==> src/owhh_pkg.sv <==
// Shared types and constants for the omni wheel heading hold block.
package owhh_pkg;

    localparam int CordicSteps = 16;
    localparam int StepW       = 5;

    localparam logic signed [19:0] KLin  = 20'sd390075;
    localparam logic signed [17:0] KYaw  = 18'sd68956;
    localparam logic signed [22:0] KCorr = 23'sd3309899;

    localparam logic signed [31:0] OneQ28    = 32'sd268435456;
    localparam logic signed [15:0] HeadLimit = 16'sd23040;

    localparam logic [1:0] RegGainProp = 2'd0;
    localparam logic [1:0] RegGainDiff = 2'd1;
    localparam logic [1:0] RegGainSum  = 2'd2;

    // Angle table, degrees in Q.16, one entry per vectoring step.
    function automatic logic signed [23:0] atan_deg(input logic [StepW-1:0] i);
        logic signed [23:0] r;
        begin
            case (i)
                5'd0:  r = 24'sd2949120;
                5'd1:  r = 24'sd1740967;
                5'd2:  r = 24'sd919879;
                5'd3:  r = 24'sd466945;
                5'd4:  r = 24'sd234379;
                5'd5:  r = 24'sd117304;
                5'd6:  r = 24'sd58666;
                5'd7:  r = 24'sd29335;
                5'd8:  r = 24'sd14668;
                5'd9:  r = 24'sd7334;
                5'd10: r = 24'sd3667;
                5'd11: r = 24'sd1833;
                5'd12: r = 24'sd917;
                5'd13: r = 24'sd458;
                5'd14: r = 24'sd229;
                5'd15: r = 24'sd115;
                5'd16: r = 24'sd57;
                5'd17: r = 24'sd29;
                5'd18: r = 24'sd14;
                5'd19: r = 24'sd7;
                5'd20: r = 24'sd4;
                5'd21: r = 24'sd2;
                5'd22: r = 24'sd1;
                default: r = 24'sd0;
            endcase
            return r;
        end
    endfunction

endpackage

==> src/owhh_cordic.sv <==
// Iterative CORDIC vectoring unit: atan2 in degrees Q9.7, one step per cycle.
module owhh_cordic (
    input  logic               aclk,
    input  logic               aresetn,
    input  logic               start,
    input  logic signed [33:0] vec_s,
    input  logic signed [33:0] vec_c,
    output logic               done,
    output logic signed [15:0] heading
);
    import owhh_pkg::*;

    logic signed [35:0] x_reg, y_reg;
    logic signed [35:0] x_next, y_next;
    logic signed [24:0] z_reg, z_next;
    logic [StepW-1:0]   step_reg, step_next;
    logic               busy_reg, busy_next;
    logic               zero_reg, zero_next;
    logic               done_reg, done_next;
    logic signed [35:0] dx, dy;
    logic signed [24:0] zr;
    logic signed [15:0] zq;

    assign dx = y_reg >>> step_reg;
    assign dy = x_reg >>> step_reg;
    assign zr = (z_reg + 25'sd256) >>> 9;
    assign zq = (zr > 25'(HeadLimit)) ? HeadLimit :
                (zr < -25'(HeadLimit)) ? -HeadLimit : zr[15:0];

    // Pre-rotate on start, then one vectoring step per cycle.
    always_comb begin
        x_next = x_reg; y_next = y_reg; z_next = z_reg;
        step_next = step_reg; busy_next = busy_reg;
        zero_next = zero_reg; done_next = 1'b0;
        if (start) begin
            zero_next = (vec_s == 34'sd0) && (vec_c == 34'sd0);
            step_next = '0;
            busy_next = 1'b1;
            if (vec_c < 0) begin
                if (vec_s >= 0) begin
                    x_next = 36'(vec_s); y_next = -36'(vec_c); z_next = 25'sd5898240;
                end else begin
                    x_next = -36'(vec_s); y_next = 36'(vec_c); z_next = -25'sd5898240;
                end
            end else begin
                x_next = 36'(vec_c); y_next = 36'(vec_s); z_next = '0;
            end
        end else if (busy_reg) begin
            if (y_reg >= 0) begin
                x_next = x_reg + dx; y_next = y_reg - dy;
                z_next = z_reg + 25'(atan_deg(step_reg));
            end else begin
                x_next = x_reg - dx; y_next = y_reg + dy;
                z_next = z_reg - 25'(atan_deg(step_reg));
            end
            step_next = step_reg + 1'b1;
            if (step_reg == StepW'(CordicSteps - 1)) begin
                busy_next = 1'b0;
                done_next = 1'b1;
            end
        end
    end

    always_ff @(posedge aclk) begin
        if (!aresetn) begin
            busy_reg <= 1'b0;
            done_reg <= 1'b0;
            step_reg <= '0;
        end else begin
            busy_reg <= busy_next;
            done_reg <= done_next;
            step_reg <= step_next;
        end
        x_reg <= x_next; y_reg <= y_next; z_reg <= z_next; zero_reg <= zero_next;
    end

    assign done    = done_reg;
    assign heading = zero_reg ? 16'sd0 : zq;

    a_no_start_busy: assert property (@(posedge aclk) disable iff (!aresetn)
        busy_reg |-> !start) else $error("cordic restarted while busy");
    a_done_after_busy: assert property (@(posedge aclk) disable iff (!aresetn)
        done_reg |-> $past(busy_reg)) else $error("done without run");
    a_done_ends: assert property (@(posedge aclk) disable iff (!aresetn)
        done_reg |-> !busy_reg) else $error("still busy at done");
endmodule

==> src/omni_wheel_heading_hold.sv <==
// Top level: omni wheel kinematics, heading hold and sequencer.
// Path from input accept to result valid: 8 multiply steps, 16 CORDIC steps
//   and done in the vectoring unit, 3 gain steps, correction, output load;
//   longer while an older word waits.
// One item at a time: a new word is accepted only when the sequencer is idle.
// Reset (aresetn, synchronous, active low): gains to defaults, correction,
//   last error and setpoint to zero, output channel empty.
module omni_wheel_heading_hold (
    input  logic               aclk,
    input  logic               aresetn,
    input  logic               s_valid,
    output logic               s_ready,
    input  logic signed [15:0] s_quat_x,
    input  logic signed [15:0] s_quat_y,
    input  logic signed [15:0] s_quat_z,
    input  logic signed [15:0] s_quat_w,
    input  logic signed [15:0] s_cmd_vx,
    input  logic signed [15:0] s_cmd_vy,
    input  logic signed [15:0] s_cmd_wz,
    input  logic               cfg_valid,
    output logic               cfg_ready,
    input  logic [1:0]         cfg_index,
    input  logic [15:0]        cfg_data,
    output logic               m_valid,
    input  logic               m_ready,
    output logic signed [23:0] m_wheel_front_right,
    output logic signed [23:0] m_wheel_front_left,
    output logic signed [23:0] m_wheel_rear_left,
    output logic signed [23:0] m_wheel_rear_right,
    output logic signed [15:0] m_heading_deg
);
    import owhh_pkg::*;

    typedef enum logic [5:0] {
        ST_IDLE = 6'b000001,
        ST_MUL  = 6'b000010,
        ST_HEAD = 6'b000100,
        ST_PID  = 6'b001000,
        ST_CORR = 6'b010000,
        ST_OUT  = 6'b100000
    } state_t;

    state_t state_reg, state_next;
    logic [2:0] mstep_reg, mstep_next;

    logic [15:0] gain_prop_reg, gain_diff_reg, gain_sum_reg;
    logic signed [15:0] corr_reg, setpoint_reg;
    logic signed [16:0] last_err_reg;
    logic signed [15:0] qx_reg, qy_reg, qz_reg, qw_reg, vx_reg, vy_reg, wz_reg;

    logic signed [33:0] s_acc_reg, c_acc_reg;
    logic signed [47:0] base_reg;
    logic signed [47:0] lsum_reg, ldif_reg;
    logic signed [47:0] acc_reg;
    logic signed [16:0] err_reg;

    logic signed [23:0] wfr_reg, wfl_reg, wrl_reg, wrr_reg;
    logic signed [15:0] head_out_reg;
    logic signed [23:0] out_fr_reg, out_fl_reg, out_rl_reg, out_rr_reg;
    logic signed [15:0] out_head_reg;
    logic               m_valid_reg;
    logic               out_load;

    logic               cordic_start, cordic_done;
    logic signed [15:0] cordic_head;
    logic signed [15:0] head_now;

    // Shared multiplier operands.
    logic signed [23:0] mul_a;
    logic signed [24:0] mul_b;
    logic signed [48:0] mul_p;

    assign s_ready   = (state_reg == ST_IDLE);
    assign cfg_ready = 1'b1;
    assign out_load  = (state_reg == ST_OUT) && (!m_valid_reg || m_ready);

    always_comb begin
        mul_a = '0; mul_b = '0;
        unique case (state_reg)
            ST_MUL: begin
                case (mstep_reg)
                    3'd0: begin mul_a = 24'(qy_reg); mul_b = 25'(qz_reg); end
                    3'd1: begin mul_a = 24'(qw_reg); mul_b = 25'(qx_reg); end
                    3'd2: begin mul_a = 24'(qw_reg); mul_b = 25'(qw_reg); end
                    3'd3: begin mul_a = 24'(qz_reg); mul_b = 25'(qz_reg); end
                    3'd4: begin mul_a = 24'(wz_reg); mul_b = 25'(KYaw); end
                    3'd5: begin mul_a = 24'(corr_reg); mul_b = 25'(KCorr); end
                    3'd6: begin mul_a = 24'(vy_reg) + 24'(vx_reg); mul_b = 25'(KLin); end
                    default: begin mul_a = 24'(vx_reg) - 24'(vy_reg); mul_b = 25'(KLin); end
                endcase
            end
            ST_PID: begin
                case (mstep_reg)
                    3'd0: begin mul_a = 24'(err_reg); mul_b = 25'({1'b0, gain_prop_reg}); end
                    3'd1: begin mul_a = 24'(err_reg) - 24'(last_err_reg);
                                mul_b = 25'({1'b0, gain_diff_reg}); end
                    default: begin mul_a = 24'(err_reg) + 24'(last_err_reg);
                                   mul_b = 25'({1'b0, gain_sum_reg}); end
                endcase
            end
            default: ;
        endcase
    end
    assign mul_p = 49'(mul_a) * 49'(mul_b);

    assign head_now = cordic_head;

    function automatic logic signed [23:0] wsat(input logic signed [47:0] v);
        logic signed [47:0] r;
        begin
            r = (v + 48'sd32768) >>> 16;
            if (r > 48'sd8388607) return 24'sd8388607;
            if (r < -48'sd8388608) return -24'sd8388608;
            return r[23:0];
        end
    endfunction

    always_comb begin
        state_next = state_reg; mstep_next = mstep_reg; cordic_start = 1'b0;
        unique case (state_reg)
            ST_IDLE: if (s_valid && s_ready) begin
                state_next = ST_MUL; mstep_next = '0;
            end
            ST_MUL: begin
                mstep_next = mstep_reg + 1'b1;
                if (mstep_reg == 3'd7) begin
                    state_next = ST_HEAD; cordic_start = 1'b1;
                end
            end
            ST_HEAD: if (cordic_done) begin
                state_next = ST_PID; mstep_next = '0;
            end
            ST_PID: begin
                mstep_next = mstep_reg + 1'b1;
                if (mstep_reg == 3'd2) state_next = ST_CORR;
            end
            ST_CORR: state_next = ST_OUT;
            ST_OUT:  if (out_load) state_next = ST_IDLE;
            default: state_next = ST_IDLE;
        endcase
    end

    owhh_cordic u_cordic (
        .aclk(aclk), .aresetn(aresetn), .start(cordic_start),
        .vec_s(s_acc_reg), .vec_c(c_acc_reg),
        .done(cordic_done), .heading(cordic_head)
    );

    logic signed [47:0] corr_sh;
    assign corr_sh = (acc_reg + 48'sd1024) >>> 11;

    // Sequencer datapath: accumulate products, then finish and publish.
    always_ff @(posedge aclk) begin
        if (!aresetn) begin
            state_reg     <= ST_IDLE;
            mstep_reg     <= '0;
            gain_prop_reg <= 16'd655;
            gain_diff_reg <= 16'd3277;
            gain_sum_reg  <= 16'd0;
            corr_reg      <= '0;
            last_err_reg  <= '0;
            setpoint_reg  <= '0;
            m_valid_reg   <= 1'b0;
        end else begin
            state_reg <= state_next;
            mstep_reg <= mstep_next;
            if (cfg_valid && cfg_ready) begin
                unique case (cfg_index)
                    RegGainProp: gain_prop_reg <= cfg_data;
                    RegGainDiff: gain_diff_reg <= cfg_data;
                    RegGainSum:  gain_sum_reg  <= cfg_data;
                    default: ;
                endcase
            end
            if (state_reg == ST_PID && mstep_reg == 3'd0 && wz_reg != 16'sd0)
                setpoint_reg <= head_out_reg;
            if (state_reg == ST_CORR) begin
                corr_reg <= (corr_sh > 48'sd32767) ? 16'sd32767 :
                            (corr_sh < -48'sd32768) ? -16'sd32768 : corr_sh[15:0];
                last_err_reg <= err_reg;
            end
            if (out_load) m_valid_reg <= 1'b1;
            else if (m_valid_reg && m_ready) m_valid_reg <= 1'b0;
        end

        if (s_valid && s_ready) begin
            qx_reg <= s_quat_x; qy_reg <= s_quat_y; qz_reg <= s_quat_z;
            qw_reg <= s_quat_w; vx_reg <= s_cmd_vx; vy_reg <= s_cmd_vy;
            wz_reg <= s_cmd_wz;
        end
        if (state_reg == ST_MUL) begin
            case (mstep_reg)
                3'd0: s_acc_reg <= 34'(mul_p);
                3'd1: s_acc_reg <= (s_acc_reg + 34'(mul_p)) <<< 1;
                3'd2: c_acc_reg <= 34'(mul_p);
                3'd3: c_acc_reg <= ((c_acc_reg + 34'(mul_p)) <<< 1) - 34'(OneQ28);
                3'd4: base_reg  <= 48'(mul_p);
                3'd5: base_reg  <= base_reg - 48'(mul_p);
                3'd6: lsum_reg  <= 48'(mul_p);
                default: ldif_reg <= 48'(mul_p);
            endcase
        end
        if (state_reg == ST_HEAD && cordic_done) begin
            head_out_reg <= head_now;
            err_reg <= (wz_reg != 16'sd0) ? 17'sd0 : 17'(head_now) - 17'(setpoint_reg);
            wfr_reg <= wsat(base_reg - ldif_reg);
            wfl_reg <= wsat(base_reg + lsum_reg);
            wrl_reg <= wsat(base_reg + ldif_reg);
            wrr_reg <= wsat(base_reg - lsum_reg);
        end
        if (state_reg == ST_PID) begin
            case (mstep_reg)
                3'd0: acc_reg <= 48'(mul_p);
                default: acc_reg <= acc_reg + 48'(mul_p);
            endcase
        end
        // Load the output word once the previous one has left.
        if (out_load) begin
            out_fr_reg   <= wfr_reg;
            out_fl_reg   <= wfl_reg;
            out_rl_reg   <= wrl_reg;
            out_rr_reg   <= wrr_reg;
            out_head_reg <= head_out_reg;
        end
    end

    assign m_valid             = m_valid_reg;
    assign m_wheel_front_right = out_fr_reg;
    assign m_wheel_front_left  = out_fl_reg;
    assign m_wheel_rear_left   = out_rl_reg;
    assign m_wheel_rear_right  = out_rr_reg;
    assign m_heading_deg       = out_head_reg;

    a_ready_idle: assert property (@(posedge aclk) disable iff (!aresetn)
        s_ready |-> state_reg == ST_IDLE) else $error("ready outside idle");
    a_out_hold: assert property (@(posedge aclk) disable iff (!aresetn)
        (m_valid && !m_ready) |=> m_valid && $stable(m_heading_deg))
        else $error("result dropped");
    a_out_wait: assert property (@(posedge aclk) disable iff (!aresetn)
        (state_reg == ST_OUT && m_valid_reg && !m_ready) |=> state_reg == ST_OUT)
        else $error("output overwritten while pending");
endmodule

==> config.mk <==
export PLATFORM = sky130hd
export DESIGN_NAME = omni_wheel_heading_hold
export DESIGN_NICKNAME = d
export VERILOG_FILES = /design/src/owhh_pkg.sv /design/src/owhh_cordic.sv /design/src/omni_wheel_heading_hold.sv
export SDC_FILE = /design/constraint.sdc
export NUM_CORES = 2
export LEC_CHECK = 0
export BUFFER_PORTS_ARGS = -buffer_cell sky130_fd_sc_hd__buf_2
export CAP_MARGIN = 5
export CORE_ASPECT_RATIO = 1.2
export CORE_MARGIN = 1
export CORE_UTILIZATION = 41
export DETAILED_ROUTE_END_ITERATION = 8
export GPL_TIMING_DRIVEN = 0
export PLACE_DENSITY = 0.56
export SLEW_MARGIN = 40
export SYNTH_ARGS = -nofsm -noshare
export SYNTH_HDL_FRONTEND = slang
export SYNTH_SLANG_ARGS = --single-unit
==> constraint.sdc <==
create_clock -name aclk -period 26.3 [get_ports aclk]
set_input_delay 1.315 -clock aclk [delete_from_list [all_inputs] [get_ports aclk]]
set_output_delay 1.315 -clock aclk [all_outputs]
set_load 0.1 [all_outputs]
==> results.sh <==
export IMPL_path_buf_inv=10
export IMPL_arrival_ns=18.78
export IMPL_max_stage_delay_ns=0.75
export IMPL_cts_setup_buffers=0
export IMPL_power_internal_mw=2.418
export IMPL_synth_nets=10590
export IMPL_holdWs_ns=0.4083
export IMPL_ys_warnings_count=0
export IMPL_wl_per_cell_um=24.55
export IMPL_critPathKind="flop to flop"
export IMPL_worst_slew_pin_slew_ns=0.9841
export IMPL_final_common_cell="nand2_1"
export IMPL_syn2layout_area_growth_pct=11.33
export IMPL_cts_tree="built"
export IMPL_min_from="wrl_reg[20]$_SDFFCE_PN1P_"
export IMPL_clkLatencyLatePin_ns=0.78
export IMPL_cts_resized=0
export IMPL_cts_path_max_buffers=3
export IMPL_start_kind="flop"
export IMPL_h_tree_depth=3
export IMPL_hold_depth=0
export IMPL_final_cell_mix="nand2_1 (1110), inv_1 (1033), ha_1 (822)"
export IMPL_grt_pass1_vias=69890
export IMPL_hold_buffers=0
export IMPL_crit_slowest_cell="xor2_2"
export IMPL_hold_class="flop to flop"
export IMPL_status="finished clean"
export IMPL_final_period_utilization=0.6958
export IMPL_clockPowerShare=0.415
export IMPL_die_h_um=498.5
export IMPL_clock_sinks=847
export IMPL_power_frac_seq=0.446
export IMPL_avgViaCountPerCell=5.754
export IMPL_clock_fmax_mhz=54.64
export IMPL_rows=181
export IMPL_cts_root_buf="clkbuf_16"
export IMPL_peakVddDrop_mv=0.05309
export IMPL_gr_usage_all_layers=0.2847
export IMPL_coreArea_um2=203400
export IMPL_final_setup_viol_count=0
export IMPL_cts_inserted_buffers=96
export IMPL_ys_seq_area_frac=0.2858
export IMPL_globalplace_congestion=1.004
export IMPL_synth_top_area_share=0.2535
export IMPL_dieArea_um2=207200
export IMPL_crit_path_frequent_cell="fa_1"
export IMPL_grt_max_degree=52
export IMPL_grt_pass1_wl_um=443700
export IMPL_power_switching_mw=1.013
export IMPL_ys_top_cells_by_area="edfxtp_1 (25%), fa_1 (14%), ha_1 (12%), nand2_1 (4.9%), inv_1 (4.6%)"
export IMPL_drc_errors=0
export IMPL_slew_headroom=0.3400
export IMPL_finalCriticalPeriod_ns=18.30
export IMPL_io_pins=250
export IMPL_ys_types=96
export IMPL_ys_flop_type="edfxtp_1"
export IMPL_ys_ff_latch=847
export IMPL_sw_frac_of_total=0.2953
export IMPL_critPathRequiredTime_ns=26.78
export IMPL_cp_max_fo=10
export IMPL_finClkSkew_ns=0.04679
export IMPL_p_leak_nw=40.35
export IMPL_vias=70300
export IMPL_synth_enable_flop_cells=711
export IMPL_synthCells=9047
export IMPL_yosysTopAreaCell="edfxtp_1"
export IMPL_synth_async_reset_ratio=0
export IMPL_finalSetupTns_ns=0
export IMPL_r2r_cells=55
export IMPL_final_hold_viol_count=0
export IMPL_grt_remaining_overflow=0
export IMPL_die_w_um=415.7
export IMPL_synth_avg_cell_area_um2=9.309
export IMPL_utilization=0.4610
export IMPL_layout_drive_gt1_share=0.08071
export IMPL_reg2reg_from="mstep_reg[1]$_SDFFE_PN0P_"
export IMPL_cpLargestDelayFamily="compound AO/OA/AOI/OAI gates"
export IMPL_drt_total_wl_um=299900
export IMPL_rsz0062_at_grt="false"
export IMPL_power_density_nw_per_um2=36.60
export IMPL_io_buffers=248
export IMPL_r2r_end="acc_reg[46]$_DFFE_PN_"
export IMPL_drt_initial_drc_count=6015
export IMPL_nets=11010
export IMPL_min_to="m_wheel_rear_left[20]$_DFFE_PP_"
export IMPL_path_clk_slew_ns=0.07
export IMPL_drv_cap=0
export IMPL_drtAntennaViolNets=0
export IMPL_firstDrtPassIters=5
export IMPL_reg2reg_setup_slack_ns=8.00
export IMPL_antenna_found_initial=22
export IMPL_worst_setup_path_end_kind="flop"
export IMPL_synth_area_um2=84220
export IMPL_dp_hpwl_um=247500
export IMPL_slew_viol_final=0
export IMPL_start_util=0.4141
export IMPL_power_frac_comb=0.140
stage by stage:
step	area [µm²]	cells	total power [mW]	setup WS [ns]
floorplan	84220	9047	1.835	12.90
global placement	88780	11950	2.010	6.427
detailed placement	90440	12030	2.029	7.833
CTS	93700	12210	3.456	7.843
global route	93750	12220	3.534	7.392
finish	93760	12220	3.431	8.000
kinds of logic (layout without fill, tap and decap cells):
logic type                 after synthesis  after routing  synth area share
and+or+nand+nor                       2511           2511            0.1362
AOI/OAI and AO/OA                     2130           2130            0.1593
adders and majority gates             1405           1405            0.2606
buffers and inverters                 1362           1868           0.06145
DFF                                    847            847            0.2858
xor gates and xnor gates               626            626           0.06526
muxes                                  165            165           0.03130
other                                    1             13        0.00004453
synthesized netlist by cell type, types with 19 or more instances:
master    count
o21ai_0     635
nor2_1      514
and2_1      116
o22ai_1      33
o21bai_1     56
a211oi_1     45
a21oi_1     510
or3_1        63
nor2b_1      63
a21o_1      214
o21a_1       53
clkbuf_1    264
mux4_2       76
nand3_1     158
nand4_1      49
nand2b_1     97
inv_1      1035
mux2_2       26
a31oi_1      48
nor4_1       47
a31o_2       19
o41ai_1      22
edfxtp_1    711
nand2_1    1110
or2_2        31
buf_1        41
a221o_1      33
o31ai_1      74
nor3_1      119
xor2_1      257
a21boi_0     99
dfxtp_1     136
a221oi_1     22
xnor2_1     368
a22oi_1      28
and3_1       57
mux2i_1      62
fa_1        582
o211ai_1     84
ha_1        822
metal layers:
layer | up-vias | share of wire | GRT usage
li1 | 32320 | - | -
met5 | - | 0.00018 | 0
met4 | 2 | 0.062 | 0.1562
met1 | 34650 | 0.40 | 0.3568
met3 | 694 | 0.065 | 0.03572
met2 | 2628 | 0.47 | 0.4754
cell type report:
| type | instances | area [µm²] |
|---|---|---|
| Multi-Input combinational cell | 6838 | 55610 |
| Clock inverter | 63 | 744.5 |
| Antenna cell | 12 | 30.03 |
| Sequential cell | 847 | 24070 |
| Timing Repair Buffer | 329 | 2261 |
| Buffer | 320 | 1292 |
| Clock buffer | 114 | 2514 |
| Tap cell | 2653 | 3319 |
| Inverter | 1042 | 3916 |
| Fill cell | 19590 | 109600 |
power by group through the flow:
stage,clock network [mW],registers (mW),logic (mW)
floorplan,0,1.59,0.247
global placement,0,1.57,0.440
detailed placement,0,1.56,0.471
CTS,1.45,1.53,0.473
global route,1.49,1.53,0.510
finish,1.42,1.53,0.479
worst max path at each step:
| stage | depth (start not counted) | to | startpoint |
|---|---|---|---|
| global placement | 52 | acc_reg[47]$_DFFE_PN_ | mstep_reg[2]$_SDFFE_PN0P_ |
| finish | 55 | acc_reg[46]$_DFFE_PN_ | mstep_reg[1]$_SDFFE_PN0P_ |
| CTS | 55 | acc_reg[46]$_DFFE_PN_ | mstep_reg[1]$_SDFFE_PN0P_ |
| detailed placement | 55 | acc_reg[46]$_DFFE_PN_ | mstep_reg[1]$_SDFFE_PN0P_ |
| global route | 56 | acc_reg[46]$_DFFE_PN_ | mstep_reg[2]$_SDFFE_PN0P_ |
| floorplan | 59 | base_reg[47]$_DFFE_PP_ | mstep_reg[1]$_SDFFE_PN0P_ |
No activity file was read; power rests on OpenSTA's default activity.
